## src/bra_pkg.sv

```systemverilog
package bra_pkg;

    localparam int NUM_BLOCKS       = 256;
    localparam int BLOCK_BYTES_LOG2 = 16;
    localparam int ACTIVE_RESET     = 256;

    localparam int OP_W   = 3;
    localparam int ADDR_W = 8;
    localparam int CNT_W  = 9;
    localparam int VAL_W  = 10;
    localparam int REQ_W  = 25;
    localparam int STAT_W = 2;
    localparam int WANT_W = REQ_W - BLOCK_BYTES_LOG2 + 1;
    localparam int CMP_W  = ((WANT_W > CNT_W) ? WANT_W : CNT_W) + 1;
    localparam int WQ_N   = 3;

    localparam logic [OP_W-1:0] OP_ALLOC  = 3'd0;
    localparam logic [OP_W-1:0] OP_EXTEND = 3'd1;
    localparam logic [OP_W-1:0] OP_RESIZE = 3'd2;
    localparam logic [OP_W-1:0] OP_FREE   = 3'd3;
    localparam logic [OP_W-1:0] OP_SIZE   = 3'd4;

    localparam logic [STAT_W-1:0] STAT_OK       = 2'd0;
    localparam logic [STAT_W-1:0] STAT_RANGE    = 2'd1;
    localparam logic [STAT_W-1:0] STAT_NOT_HEAD = 2'd2;
    localparam logic [STAT_W-1:0] STAT_NO_FREE  = 2'd3;

    typedef struct packed {
        logic [OP_W-1:0]   operation;
        logic [ADDR_W-1:0] region_index;
        logic [REQ_W-1:0]  requested_bytes;
    } req_t;

    typedef struct packed {
        logic [STAT_W-1:0] status;
        logic [ADDR_W-1:0] result_index;
        logic [CNT_W-1:0]  size_blocks;
    } rsp_t;

    typedef struct packed {
        logic                    en;
        logic [ADDR_W-1:0]       addr;
        logic signed [VAL_W-1:0] data;
    } wr_t;

    typedef enum logic [3:0] {
        S_IDLE,
        S_START,
        S_SCAN_RD,
        S_SCAN_EV,
        S_SCAN_END,
        S_HEAD_RD,
        S_HEAD_EV,
        S_NEXT_RD,
        S_NEXT_EV,
        S_APPLY,
        S_WRITE,
        S_FREE_CHK,
        S_FREE_EV,
        S_DONE
    } seq_state_t;

endpackage

```

## src/bra_ram.sv

```systemverilog
module bra_ram #(
    parameter int WIDTH = 10,
    parameter int DEPTH = 256
) (
    input  logic                     aclk,
    input  logic                     wr_en,
    input  logic [$clog2(DEPTH)-1:0] wr_addr,
    input  logic [WIDTH-1:0]         wr_data,
    input  logic [$clog2(DEPTH)-1:0] rd_addr,
    output logic [WIDTH-1:0]         rd_data
);

    logic [WIDTH-1:0] mem [DEPTH];

    always_ff @(posedge aclk) begin
        if (wr_en) begin
            mem[wr_addr] <= wr_data;
        end
        rd_data <= mem[rd_addr];
    end

endmodule

```

## src/block_run_allocator.sv

```systemverilog
// Block run allocator: keeps a run-length table over a pool of equal blocks.
// Requests arrive on the s_ channel (operation, region_index, requested_bytes)
// and each request produces exactly one transaction on the m_ channel with a
// status, a block index and a size in blocks. The cfg channel writes the pool
// size; it is taken only while the sequencer is idle and restarts the pool as
// one free run.
// One request is worked on at a time. A table memory with one write port and
// one registered read port sets the pace: every run head visited takes a read
// state and an evaluate state. An unknown operation or an index past the pool
// is answered without a table read, a size query or a block that is not an
// allocated head after one head read, extend and resize after reading the head
// and any next run and writing up to three entries, free after merging each
// following free run, and allocate-largest after a walk over every run head.
// The result sits in an output register, so a new request is accepted while a
// previous result is still waiting; if the receiver stalls, the sequencer holds
// its finished result until the output register frees up.
// Reset is synchronous and active low. It sets the pool to 256 blocks and
// clears the per-entry valid bits, so the table reads as one free run at once;
// no clearing pass is needed.
module block_run_allocator (
    input  logic                      aclk,
    input  logic                      aresetn,
    input  logic                      s_valid,
    output logic                      s_ready,
    input  bra_pkg::req_t             s_data,
    output logic                      m_valid,
    input  logic                      m_ready,
    output bra_pkg::rsp_t             m_data,
    input  logic                      cfg_valid,
    output logic                      cfg_ready,
    input  logic [bra_pkg::CNT_W-1:0] cfg_data
);

    import bra_pkg::*;

    localparam int TAB_AW = $clog2(NUM_BLOCKS);

    function automatic logic [CNT_W-1:0] clamp_active(input logic [CNT_W-1:0] v);
        logic [CNT_W-1:0] r;
        begin
            r = v;
            if (v == '0) begin
                r = CNT_W'(1);
            end else if (32'(v) > NUM_BLOCKS) begin
                r = CNT_W'(NUM_BLOCKS);
            end
            return r;
        end
    endfunction

    function automatic logic signed [VAL_W-1:0] neg_len(input logic [CNT_W-1:0] n);
        return -$signed({1'b0, n});
    endfunction

    function automatic logic signed [VAL_W-1:0] pos_len(input logic [CNT_W-1:0] n);
        return $signed({1'b0, n});
    endfunction

    seq_state_t state_reg, state_next;

    logic [CNT_W-1:0]  active_reg;
    logic              valid_reg [NUM_BLOCKS];
    logic              rd_valid_reg;
    logic              rd_zero_reg;

    logic [OP_W-1:0]   op_reg, op_next;
    logic [ADDR_W-1:0] base_reg, base_next;
    logic [WANT_W-1:0] want_reg, want_next;
    logic [VAL_W-1:0]  i_reg, i_next;
    logic [CNT_W-1:0]  best_reg, best_next;
    logic [ADDR_W-1:0] at_reg, at_next;
    logic [CNT_W-1:0]  len_reg, len_next;
    logic [VAL_W-1:0]  next_reg, next_next;
    logic [CNT_W-1:0]  tn_reg, tn_next;
    logic              nfree_reg, nfree_next;
    logic [CNT_W-1:0]  cur_reg, cur_next;
    wr_t               wq_reg [WQ_N];
    wr_t               wq_next [WQ_N];
    logic [1:0]        wk_reg, wk_next;
    rsp_t              res_reg, res_next;
    logic              m_valid_reg;
    rsp_t              m_data_reg;

    logic                    ram_we;
    logic [TAB_AW-1:0]       ram_waddr;
    logic signed [VAL_W-1:0] ram_wdata;
    logic [TAB_AW-1:0]       ram_raddr;
    logic [VAL_W-1:0]        ram_rdata;

    logic signed [VAL_W-1:0] rd_value;
    logic                    rd_pos;
    logic [VAL_W-1:0]        rd_mag;
    logic [VAL_W-1:0]        scan_step;
    logic [VAL_W:0]          scan_sum;
    logic                    scan_more;
    logic                    scan_gt;
    logic [CNT_W-1:0]        head_len;
    logic [VAL_W-1:0]        head_next;
    logic                    head_next_ok;
    logic [VAL_W-1:0]        free_n;
    logic                    free_n_ok;
    logic                    base_bad;
    logic                    op_bad;
    logic                    out_free;
    logic                    s_fire;
    logic                    cfg_fire;
    logic [REQ_W-1:0]        req_m1;
    logic [WANT_W-1:0]       want_calc;
    logic [CMP_W-1:0]        want_c;
    logic [CMP_W-1:0]        len_c;
    logic [CMP_W-1:0]        tn_c;
    logic [CMP_W-1:0]        grow_diff;
    logic [CNT_W-1:0]        grow_d;
    logic [CNT_W-1:0]        grow_len;
    logic [ADDR_W-1:0]       grow_head;
    logic [CNT_W-1:0]        ext_len;
    logic [CNT_W-1:0]        shrink_w;
    logic [CNT_W-1:0]        shrink_fr;
    logic [ADDR_W-1:0]       shrink_head;

    bra_ram #(
        .WIDTH (VAL_W),
        .DEPTH (NUM_BLOCKS)
    ) u_table (
        .aclk    (aclk),
        .wr_en   (ram_we),
        .wr_addr (ram_waddr),
        .wr_data (ram_wdata),
        .rd_addr (ram_raddr),
        .rd_data (ram_rdata)
    );

    assign s_fire   = s_valid && s_ready;
    assign cfg_fire = cfg_valid && cfg_ready;
    assign out_free = !m_valid_reg || m_ready;
    assign m_valid  = m_valid_reg;
    assign m_data   = m_data_reg;

    assign rd_value = rd_valid_reg ? $signed(ram_rdata) :
                      (rd_zero_reg ? pos_len(active_reg) : '0);
    assign rd_pos       = !rd_value[VAL_W-1] && (rd_value != '0);
    assign rd_mag       = rd_value[VAL_W-1] ? (~rd_value + 1'b1) : rd_value;
    assign scan_step    = (rd_mag == '0) ? VAL_W'(1) : rd_mag;
    assign scan_sum     = {1'b0, i_reg} + {1'b0, scan_step};
    assign scan_more    = scan_sum < {2'b00, active_reg};
    assign scan_gt      = rd_value > pos_len(best_reg);
    assign head_len     = rd_mag[CNT_W-1:0];
    assign head_next    = {2'b00, base_reg} + {1'b0, head_len};
    assign head_next_ok = head_next < {1'b0, active_reg};
    assign free_n       = {2'b00, base_reg} + {1'b0, cur_reg};
    assign free_n_ok    = free_n < {1'b0, active_reg};
    assign base_bad     = {1'b0, base_reg} >= active_reg;
    assign op_bad       = op_reg > OP_SIZE;

    assign req_m1    = s_data.requested_bytes - REQ_W'(1);
    assign want_calc = (s_data.requested_bytes == '0) ? WANT_W'(1) :
                       ({1'b0, req_m1[REQ_W-1:BLOCK_BYTES_LOG2]} + WANT_W'(1));

    assign want_c      = CMP_W'(want_reg);
    assign len_c       = CMP_W'(len_reg);
    assign tn_c        = CMP_W'(tn_reg);
    assign grow_diff   = want_c - len_c;
    assign grow_d      = (tn_c < grow_diff) ? tn_reg : grow_diff[CNT_W-1:0];
    assign grow_len    = len_reg + grow_d;
    assign grow_head   = ADDR_W'(next_reg + {1'b0, grow_d});
    assign ext_len     = len_reg + tn_reg;
    assign shrink_w    = want_reg[CNT_W-1:0];
    assign shrink_fr   = len_reg - shrink_w + (nfree_reg ? tn_reg : '0);
    assign shrink_head = ADDR_W'({1'b0, base_reg} + shrink_w);

    always_comb begin
        state_next = state_reg;
        case (state_reg)
            S_IDLE: begin
                if (s_fire) begin
                    state_next = S_START;
                end
            end
            S_START: begin
                if (op_bad) begin
                    state_next = S_DONE;
                end else if (op_reg == OP_ALLOC) begin
                    state_next = S_SCAN_RD;
                end else if (base_bad) begin
                    state_next = S_DONE;
                end else begin
                    state_next = S_HEAD_RD;
                end
            end
            S_SCAN_RD:  state_next = S_SCAN_EV;
            S_SCAN_EV:  state_next = scan_more ? S_SCAN_RD : S_SCAN_END;
            S_SCAN_END: state_next = S_DONE;
            S_HEAD_RD:  state_next = S_HEAD_EV;
            S_HEAD_EV: begin
                if (!rd_value[VAL_W-1] || op_reg == OP_SIZE) begin
                    state_next = S_DONE;
                end else if (op_reg == OP_FREE) begin
                    state_next = S_FREE_CHK;
                end else if (head_next_ok) begin
                    state_next = S_NEXT_RD;
                end else begin
                    state_next = S_APPLY;
                end
            end
            S_NEXT_RD:  state_next = S_NEXT_EV;
            S_NEXT_EV:  state_next = S_APPLY;
            S_APPLY:    state_next = S_WRITE;
            S_WRITE: begin
                if (wk_reg == 2'(WQ_N - 1)) begin
                    state_next = S_DONE;
                end
            end
            S_FREE_CHK: state_next = free_n_ok ? S_FREE_EV : S_DONE;
            S_FREE_EV:  state_next = rd_pos ? S_FREE_CHK : S_DONE;
            S_DONE: begin
                if (out_free) begin
                    state_next = S_IDLE;
                end
            end
            default:    state_next = S_IDLE;
        endcase
    end

    always_comb begin
        op_next    = op_reg;
        base_next  = base_reg;
        want_next  = want_reg;
        i_next     = i_reg;
        best_next  = best_reg;
        at_next    = at_reg;
        len_next   = len_reg;
        next_next  = next_reg;
        tn_next    = tn_reg;
        nfree_next = nfree_reg;
        cur_next   = cur_reg;
        wk_next    = wk_reg;
        res_next   = res_reg;
        for (int k = 0; k < WQ_N; k++) begin
            wq_next[k] = wq_reg[k];
        end
        case (state_reg)
            S_IDLE: begin
                if (s_fire) begin
                    op_next   = s_data.operation;
                    base_next = s_data.region_index;
                    want_next = want_calc;
                end
            end
            S_START: begin
                i_next    = '0;
                best_next = '0;
                at_next   = '0;
                if (op_bad) begin
                    res_next = '{STAT_RANGE, '0, '0};
                end else begin
                    res_next = '{STAT_RANGE, base_reg, '0};
                end
            end
            S_SCAN_EV: begin
                if (scan_gt) begin
                    best_next = rd_value[CNT_W-1:0];
                    at_next   = i_reg[ADDR_W-1:0];
                end
                if (scan_more) begin
                    i_next = scan_sum[VAL_W-1:0];
                end
            end
            S_SCAN_END: begin
                if (best_reg == '0) begin
                    res_next = '{STAT_NO_FREE, '0, '0};
                end else begin
                    res_next = '{STAT_OK, at_reg, best_reg};
                end
            end
            S_HEAD_EV: begin
                len_next   = head_len;
                cur_next   = head_len;
                next_next  = head_next;
                nfree_next = 1'b0;
                tn_next    = '0;
                if (!rd_value[VAL_W-1]) begin
                    res_next = '{STAT_NOT_HEAD, base_reg, '0};
                end else begin
                    res_next = '{STAT_OK, base_reg, head_len};
                end
            end
            S_NEXT_EV: begin
                nfree_next = rd_pos;
                tn_next    = rd_value[CNT_W-1:0];
            end
            S_APPLY: begin
                wk_next  = '0;
                res_next = '{STAT_OK, base_reg, len_reg};
                for (int k = 0; k < WQ_N; k++) begin
                    wq_next[k] = '{1'b0, '0, '0};
                end
                if (op_reg == OP_EXTEND) begin
                    if (nfree_reg) begin
                        wq_next[0] = '{1'b1, next_reg[ADDR_W-1:0], '0};
                        wq_next[1] = '{1'b1, base_reg, neg_len(ext_len)};
                        res_next.size_blocks = ext_len;
                    end
                end else if (want_c < len_c) begin
                    wq_next[0] = '{nfree_reg, next_reg[ADDR_W-1:0], '0};
                    wq_next[1] = '{1'b1, shrink_head, pos_len(shrink_fr)};
                    wq_next[2] = '{1'b1, base_reg, neg_len(shrink_w)};
                    res_next.size_blocks = shrink_w;
                end else if (want_c > len_c && nfree_reg) begin
                    wq_next[0] = '{1'b1, next_reg[ADDR_W-1:0], '0};
                    wq_next[1] = '{tn_reg > grow_d, grow_head, pos_len(tn_reg - grow_d)};
                    wq_next[2] = '{1'b1, base_reg, neg_len(grow_len)};
                    res_next.size_blocks = grow_len;
                end
            end
            S_WRITE: begin
                wk_next = wk_reg + 2'd1;
            end
            S_FREE_CHK: begin
                next_next = free_n;
                res_next  = '{STAT_OK, base_reg, '0};
            end
            S_FREE_EV: begin
                if (rd_pos) begin
                    cur_next = cur_reg + rd_value[CNT_W-1:0];
                end
            end
            default: begin
            end
        endcase
    end

    always_comb begin
        s_ready   = (state_reg == S_IDLE);
        cfg_ready = (state_reg == S_IDLE);
        ram_we    = 1'b0;
        ram_waddr = base_reg;
        ram_wdata = '0;
        ram_raddr = base_reg;
        case (state_reg)
            S_SCAN_RD: begin
                ram_raddr = i_reg[TAB_AW-1:0];
            end
            S_SCAN_END: begin
                ram_we    = (best_reg != '0);
                ram_waddr = at_reg;
                ram_wdata = neg_len(best_reg);
            end
            S_NEXT_RD: begin
                ram_raddr = next_reg[TAB_AW-1:0];
            end
            S_WRITE: begin
                ram_we    = wq_reg[wk_reg].en;
                ram_waddr = wq_reg[wk_reg].addr;
                ram_wdata = wq_reg[wk_reg].data;
            end
            S_FREE_CHK: begin
                ram_raddr = free_n[TAB_AW-1:0];
                ram_we    = !free_n_ok;
                ram_wdata = pos_len(cur_reg);
            end
            S_FREE_EV: begin
                ram_we = 1'b1;
                if (rd_pos) begin
                    ram_waddr = next_reg[TAB_AW-1:0];
                    ram_wdata = '0;
                end else begin
                    ram_wdata = pos_len(cur_reg);
                end
            end
            default: begin
            end
        endcase
    end

    always_ff @(posedge aclk) begin
        if (!aresetn) begin
            state_reg  <= S_IDLE;
            active_reg <= clamp_active(CNT_W'(ACTIVE_RESET));
            for (int k = 0; k < NUM_BLOCKS; k++) begin
                valid_reg[k] <= 1'b0;
            end
        end else begin
            state_reg <= state_next;
            if (cfg_fire) begin
                active_reg <= clamp_active(cfg_data);
                for (int k = 0; k < NUM_BLOCKS; k++) begin
                    valid_reg[k] <= 1'b0;
                end
            end else if (ram_we) begin
                valid_reg[ram_waddr] <= 1'b1;
            end
        end
    end

    always_ff @(posedge aclk) begin
        rd_valid_reg <= valid_reg[ram_raddr];
        rd_zero_reg  <= (ram_raddr == '0);
        op_reg       <= op_next;
        base_reg     <= base_next;
        want_reg     <= want_next;
        i_reg        <= i_next;
        best_reg     <= best_next;
        at_reg       <= at_next;
        len_reg      <= len_next;
        next_reg     <= next_next;
        tn_reg       <= tn_next;
        nfree_reg    <= nfree_next;
        cur_reg      <= cur_next;
        wk_reg       <= wk_next;
        res_reg      <= res_next;
        for (int k = 0; k < WQ_N; k++) begin
            wq_reg[k] <= wq_next[k];
        end
    end

    always_ff @(posedge aclk) begin
        if (!aresetn) begin
            m_valid_reg <= 1'b0;
        end else if (state_reg == S_DONE && out_free) begin
            m_valid_reg <= 1'b1;
        end else if (m_ready) begin
            m_valid_reg <= 1'b0;
        end
    end

    always_ff @(posedge aclk) begin
        if (state_reg == S_DONE && out_free) begin
            m_data_reg <= res_reg;
        end
    end

endmodule

```

## config.mk

```make
export PLATFORM = sky130hd
export DESIGN_NAME = block_run_allocator
export DESIGN_NICKNAME = d
export VERILOG_FILES = /design/src/bra_pkg.sv /design/src/bra_ram.sv /design/src/block_run_allocator.sv
export SDC_FILE = /design/constraint.sdc
export NUM_CORES = 2
export LEC_CHECK = 0
export BUFFER_PORTS_ARGS = -buffer_cell sky130_fd_sc_hd__buf_2
export CORE_MARGIN = 5
export CORE_UTILIZATION = 30
export DETAILED_ROUTE_END_ITERATION = 6
export PLACE_DENSITY = 0.42
export SETUP_SLACK_MARGIN = 0.2
export SLEW_MARGIN = 15
export SYNTH_ARGS = -nofsm -noshare
export SYNTH_HDL_FRONTEND = slang
export SYNTH_SLANG_ARGS = --single-unit
```

## constraint.sdc

```tcl
create_clock -name aclk -period 11 [get_ports aclk]
set_input_delay 1.65 -clock aclk [delete_from_list [all_inputs] [get_ports aclk]]
set_output_delay 1.65 -clock aclk [all_outputs]
set_load 0.01 [all_outputs]
```

After elaboration in Yosys (flattened, before gate mapping). Memory sizes are Yosys's and may differ from the RTL's. A register that Yosys moved wholly into a read port is not among the register bits. Cells that the tools add are included.

Word-level logic and storage cells: 693. Memories: 3. Register bits: 139. RAM bits: 2873.

Memories: u_table.mem (words 256, bits a word 10, read ports 1, clocked after memory_dff 1, write ports 1, RTL line bra_ram.sv:13) `logic [WIDTH-1:0] mem [DEPTH];`; valid_reg (words 256, bits a word 1, read ports 1, clocked after memory_dff 1, write ports 256, RTL line block_run_allocator.sv:62) `logic valid_reg [NUM_BLOCKS];`; wq_reg (words 3, bits a word 19, read ports 1, clocked after memory_dff 1, write ports 3, RTL line block_run_allocator.sv:77) `wr_t wq_reg [WQ_N];`.

Add/sub/neg operators: 20. Equal/unequal tests: 24. Reduce and logical (&&, ||, !) cells: 32. Multiplexer cells: 324. Bitwise logic cells: 257. $lt $le $gt $ge: 11.

Operators by type and width (number): $mux W1 (270); $or A1 B1 Y1 (256); $mux W57 (3); $mux W9 (12); $pmux W19 S5 (1); $mux W38 (2); $mux W19 (3); $pmux W4 S14 (1); $pmux W9 S2 (3); $pmux W8 S3 (2); $mux W10 (4); $neg A9 Y10 (4); $pmux W10 S4 (1); $add A9 B9 Y9 (4); $mux W4 (9); $pmux W8 S2 (2); $lt A10 B9 Y1 (3); $logic_not A25 Y1 (1); $sub A25 B1 Y25 const B (1); $eq A4 B4 Y1 const B (6); $mux W8 (3); $add A8 B9 Y10 (2); $pmux W10 S2 (1); $logic_not A9 Y1 (2); other kinds (46) (72).

Logic depth before layout (Yosys ltp).
Word-level depth: 11. Gate-level depth with buffers: 30.

By module. A second synthesis with hierarchy kept.

Cells, all modules: 7308. Area total of the unflattened synthesis: 124309.2 µm².

Modules (own cells, without submodules): bra_ram (cells each 4642, area an instance 99253.9 µm², sequential area each 77073.9 µm², instances 1); block_run_allocator (cells each 2666, area an instance 25055.3 µm², sequential area each 10620.2 µm², instances 1).

Worst setup path before layout. No wires, ideal clock.

Kind: register -> register. From: register (tool-made name). To: memory u_table.mem[0][0], data pin. Data arrival time: 8.485 ns. Cell stages (with the launch flop): 6. Period minus slack after synthesis: 10.114 ns. Setup time: 1.629 ns. Setup slack: 0.886 ns. Required time: 9.371 ns. Path through: dfxtp_1 -> clkbuf_1 -> clkbuf_1 -> buf_1 -> a22oi_1 -> o221ai_1.

RTL lines (RTL line): end, declared (bra_ram.sv:13).

==> impl_metrics.yaml <==
status:
  run_status: "finished clean"
clocking:
  clkLatencyLatePin_ps: 980
  postCtsHoldBufs: 0
  cts_inserted_buffers: 339
  postCtsSetupRepairBufs: 0
  ctsHtreeMaxLevel: 5
  cts.root.buffer_cell: "sky130_fd_sc_hd__clkbuf_16"
  numClockSinks: 3015
  post_cts.resized_instances: 0
  cts.reportedPaths.clkPinSlew_ps: 60
  tritoncts: "built"
  max-clock-path-buffers: 4
setup_path:
  critPathRequiredTime_ps: 11650
  crit_path_end_kind: "register"
  timing.critical_path.max_delay_family: "compound AO/OA/AOI/OAI gates"
  critPathSlowestCell: "sky130_fd_sc_hd__a21oi_1"
  critPathArrivalTime_ps: 8020
  worstSetupStartpointType: "register"
  critPathBufInv: 2
  slowest_delay_ps: 730
  worst-path-max-fanout: 10
  setup.worst_path.class: "register to register"
  dominant_cell_type_by_count_on_the_critical_path: "sky130_fd_sc_hd__a21oi_1"
timing:
  finalSetupTns_ps: 0
  max-slew-margin-rel_pct: 4.77
  report.final.hold_viol_count: 0
  fin_crit_sh_pct: 67.0
  setup_violating_endpoint_count_in_the_final_report: 0
  grt_setup_unrepaired: "no"
  timing.clock.skew_ps: 70.5
  worst_pin_slew_ps: 1420
  final_period_minus_worst_setup_slack_ps: 7370
  maxSlewViolCount: 0
  fmax_mhz: 136
yosys:
  synth_xor_xnor_area_share_pct: 0.854
  postSynthRegisterBits: 3015
  post-synth-top-area-fraction_pct: 65.2
  yosys.area.top_type: "sky130_fd_sc_hd__edfxtp_1"
  yosys-top-cells-count: "sky130_fd_sc_hd__edfxtp_1, sky130_fd_sc_hd__nand2_1, sky130_fd_sc_hd__nor2_1"
  postSynth.asyncResetShare_pct: 0
  main_combinational_cell_family_by_area_after_synthesis: "simple AND/OR/NAND/NOR gates"
  synthesis.instances: 8909
  synth-adder-area-share_pct: 1.81
  cell_area_after_synthesis_um2: 126000
  syn_avg_cell_area_um2: 14.1
  synth.yosys.seq_area_share_pct: 69.7
  synthTopCellsByArea: "sky130_fd_sc_hd__edfxtp_1, sky130_fd_sc_hd__nand2_1, sky130_fd_sc_hd__mux4_2"
  post_synth_mux_area_share_pct: 7.08
  syn_nets: 9130
  synth_compound_area_share_pct: 8.28
  yosys_warnings: 0
  number_of_flops_mapped_to_enable_cells_by_yosys: 2731
  post_synth_num_cell_types: 104
  synth_flop_cell: "sky130_fd_sc_hd__edfxtp_1"
  count_leader_synth: "sky130_fd_sc_hd__edfxtp_1"
  synth_simple_gate_area_share_pct: 9.68
routing:
  wl_met2_um: 226000
  routed_wire_length_per_instance_um: 33.6
  post_detailed_route_drc_marker_count: 0
  avgViaCountPerCell: 5.56
  drt_pass1_iterations: 7
  total_number_of_vias: 82305
  met1_length_um: 216000
  postRouteWirelength_um: 498000
  drt_first_iter_violations: 10433
  top_layer: "met5"
  routed_antenna_nets: 0
  met3WireLength_um: 39200
finish:
  drive_above_1_share_pct: 13.0
  finish.cell_count_without_fillers: 14816
  multi_input_area_um2: 35500
  sequential_cell_area_um2: 87700
  final_area_um2: 144000
  final_net_count: 9252
  number_of_inserted_filler_cells_in_the_final_layout: 40033
  area_delta_synth_final_pct: 14.8
  max_reg_flops: 2560
placed_design:
  detailed_place.area_um2: 133000
  dp.cells: 14186
  place.port_buffers: 71
  hpwlAfterDp_um: 312000
  gp_congestion: 0.888
global_route:
  antenna_found_initial: 53
  wire_length_of_the_first_global_routing_pass_um: 680000
  grt_start_max_net_pins: 128
  grt_remaining_overflow: 0
  via_count_of_the_first_global_routing_pass: 79238
  gr-usage-all-layers_pct: 22.2
run:
  drv.max_cap_violation_count: 0
floorplan:
  die_height_um: 658
  initial_core_util_pct: 30.1
  die_area_um2: 432000
  placementRows: 237
  core-area_um2: 417000
  num_io_pins: 72
  die_x_um: 658
pwr:
  pwr-share-clk_pct: 28.0
  power.density_nw_per_um2: 289
  power_switching_share_pct: 40.9
  power.ir.vdd_worst_uv: 201
  switchingPower_mw: 17.1
  p_comb_share_pct: 38.4
  internal-power_mw: 24.6
  pwr-share-seq_pct: 33.6
  cellLeakagePower_nw: 48.2
hold_path:
  worstHoldPathType: "register to register"
==> final cells by class <==
type                            count  share of cell area (%)
Clock inverter                    173                    1.37
Antenna cell                       13                  0.0225
Sequential cell                  3015                    60.7
Tap cell                         5497                    4.76
Inverter                          129                   0.335
Timing Repair Buffer              321                    1.78
Multi-Input combinational cell   5225                    24.6
Clock buffer                      443                    6.42
==> power groups by stage <==
| stage | combinational, mW | clock, mW | sequential [mW] |
|---|---|---|---|
| global placement | 15.9 | 0 | 14.2 |
| detailed placement | 15.9 | 0 | 14.2 |
| global route | 16.7 | 12.3 | 14.0 |
| finish | 16.0 | 11.7 | 14.0 |
| floorplan | 8.27 | 0 | 14.5 |
| CTS | 15.9 | 11.8 | 14.0 |
==> cells by family (layout without fill, tap and decap cells) <==
| logic type | after synthesis | in the layout |
|---|---|---|
| DFF | 3015 | 3015 |
| xor gates and xnor gates | 121 | 121 |
| buffers and inverters | 669 | 1066 |
| other | 0 | 13 |
| and+or+nand+nor | 2833 | 2833 |
| muxes | 567 | 567 |
| adders and majority gates | 171 | 171 |
| AOI/OAI and AO/OA | 1533 | 1533 |
==> worst register-to-register path: cells and delay by family (launching register included) <==
family                   cells  cell delay [ps]
AO/OA/AOI/OAI               16             3710
XOR/XNOR                     3              600
flip-flops                   1              620
buffers and inverters        2              330
AND/OR/NAND/NOR              3              420
adder cells (fa/ha/maj)      4             1410
==> path summary, 6_finish.rpt <==
path	from	endpoint	slack, ps	depth (start not counted)
worst min register to register	res_reg[17]	m_data[17]	410	0
worst max-delay path	want_reg[1]	wq_reg[2][9]	3630	28
worst max register to register	want_reg[1]	wq_reg[2][9]	3630	28
worst min-delay path	res_reg[17]	m_data[17]	410	0
==> per-layer routing <==
| layer | GRT usage, % | vias up |
|---|---|---|
| li1 | - | 34284 |
| met1 | 31.6 | 43382 |
| met2 | 34.6 | 3907 |
| met3 | 3.91 | 708 |
| met4 | 6.65 | 24 |
| met5 | 0 | - |
==> cells in the final DEF, fill, tap and decap left out, types with 45 or more instances in the layout <==
cell,Yosys,routed
sky130_fd_sc_hd__edfxtp_1,2731,2731
sky130_fd_sc_hd__nand2_1,1627,1607
sky130_fd_sc_hd__nor2_1,451,428
sky130_fd_sc_hd__a21oi_1,384,383
sky130_fd_sc_hd__clkbuf_16,0,352
sky130_fd_sc_hd__nand3_1,337,333
sky130_fd_sc_hd__mux2i_1,298,298
sky130_fd_sc_hd__dfxtp_1,284,284
sky130_fd_sc_hd__mux4_2,257,257
sky130_fd_sc_hd__o21ai_0,230,228
sky130_fd_sc_hd__buf_4,56,224
sky130_fd_sc_hd__ha_1,153,153
sky130_fd_sc_hd__a32oi_1,132,132
sky130_fd_sc_hd__inv_1,128,127
sky130_fd_sc_hd__a22oi_1,105,105
sky130_fd_sc_hd__xnor2_1,95,94
sky130_fd_sc_hd__a22o_1,87,87
sky130_fd_sc_hd__nand4_1,80,80
sky130_fd_sc_hd__clkbuf_1,220,79
sky130_fd_sc_hd__o21ai_1,76,75
sky130_fd_sc_hd__buf_2,193,71
sky130_fd_sc_hd__nor3_1,69,62
sky130_fd_sc_hd__nor4_1,65,61
sky130_fd_sc_hd__clkinv_1,1,58
sky130_fd_sc_hd__o22ai_1,56,54
sky130_fd_sc_hd__clkinv_2,0,50
sky130_fd_sc_hd__and3_1,49,48
sky130_fd_sc_hd__a31oi_1,45,45
==> through the flow <==
stage | util (%) | setup slack [ps] | hold slack, ps | power [mW]
after global placement | 31.9 | 3320 | 405 | 30.1
after global routing | 34.6 | 2940 | 417 | 43.0
final | 34.6 | 3630 | 409 | 41.7
after CTS | 34.6 | 3690 | 420 | 41.7
after floorplan | - | 886 | 400 | 22.7
after detailed placement | 31.9 | 3730 | 410 | 30.1
No activity file was read; power rests on OpenSTA's default activity.
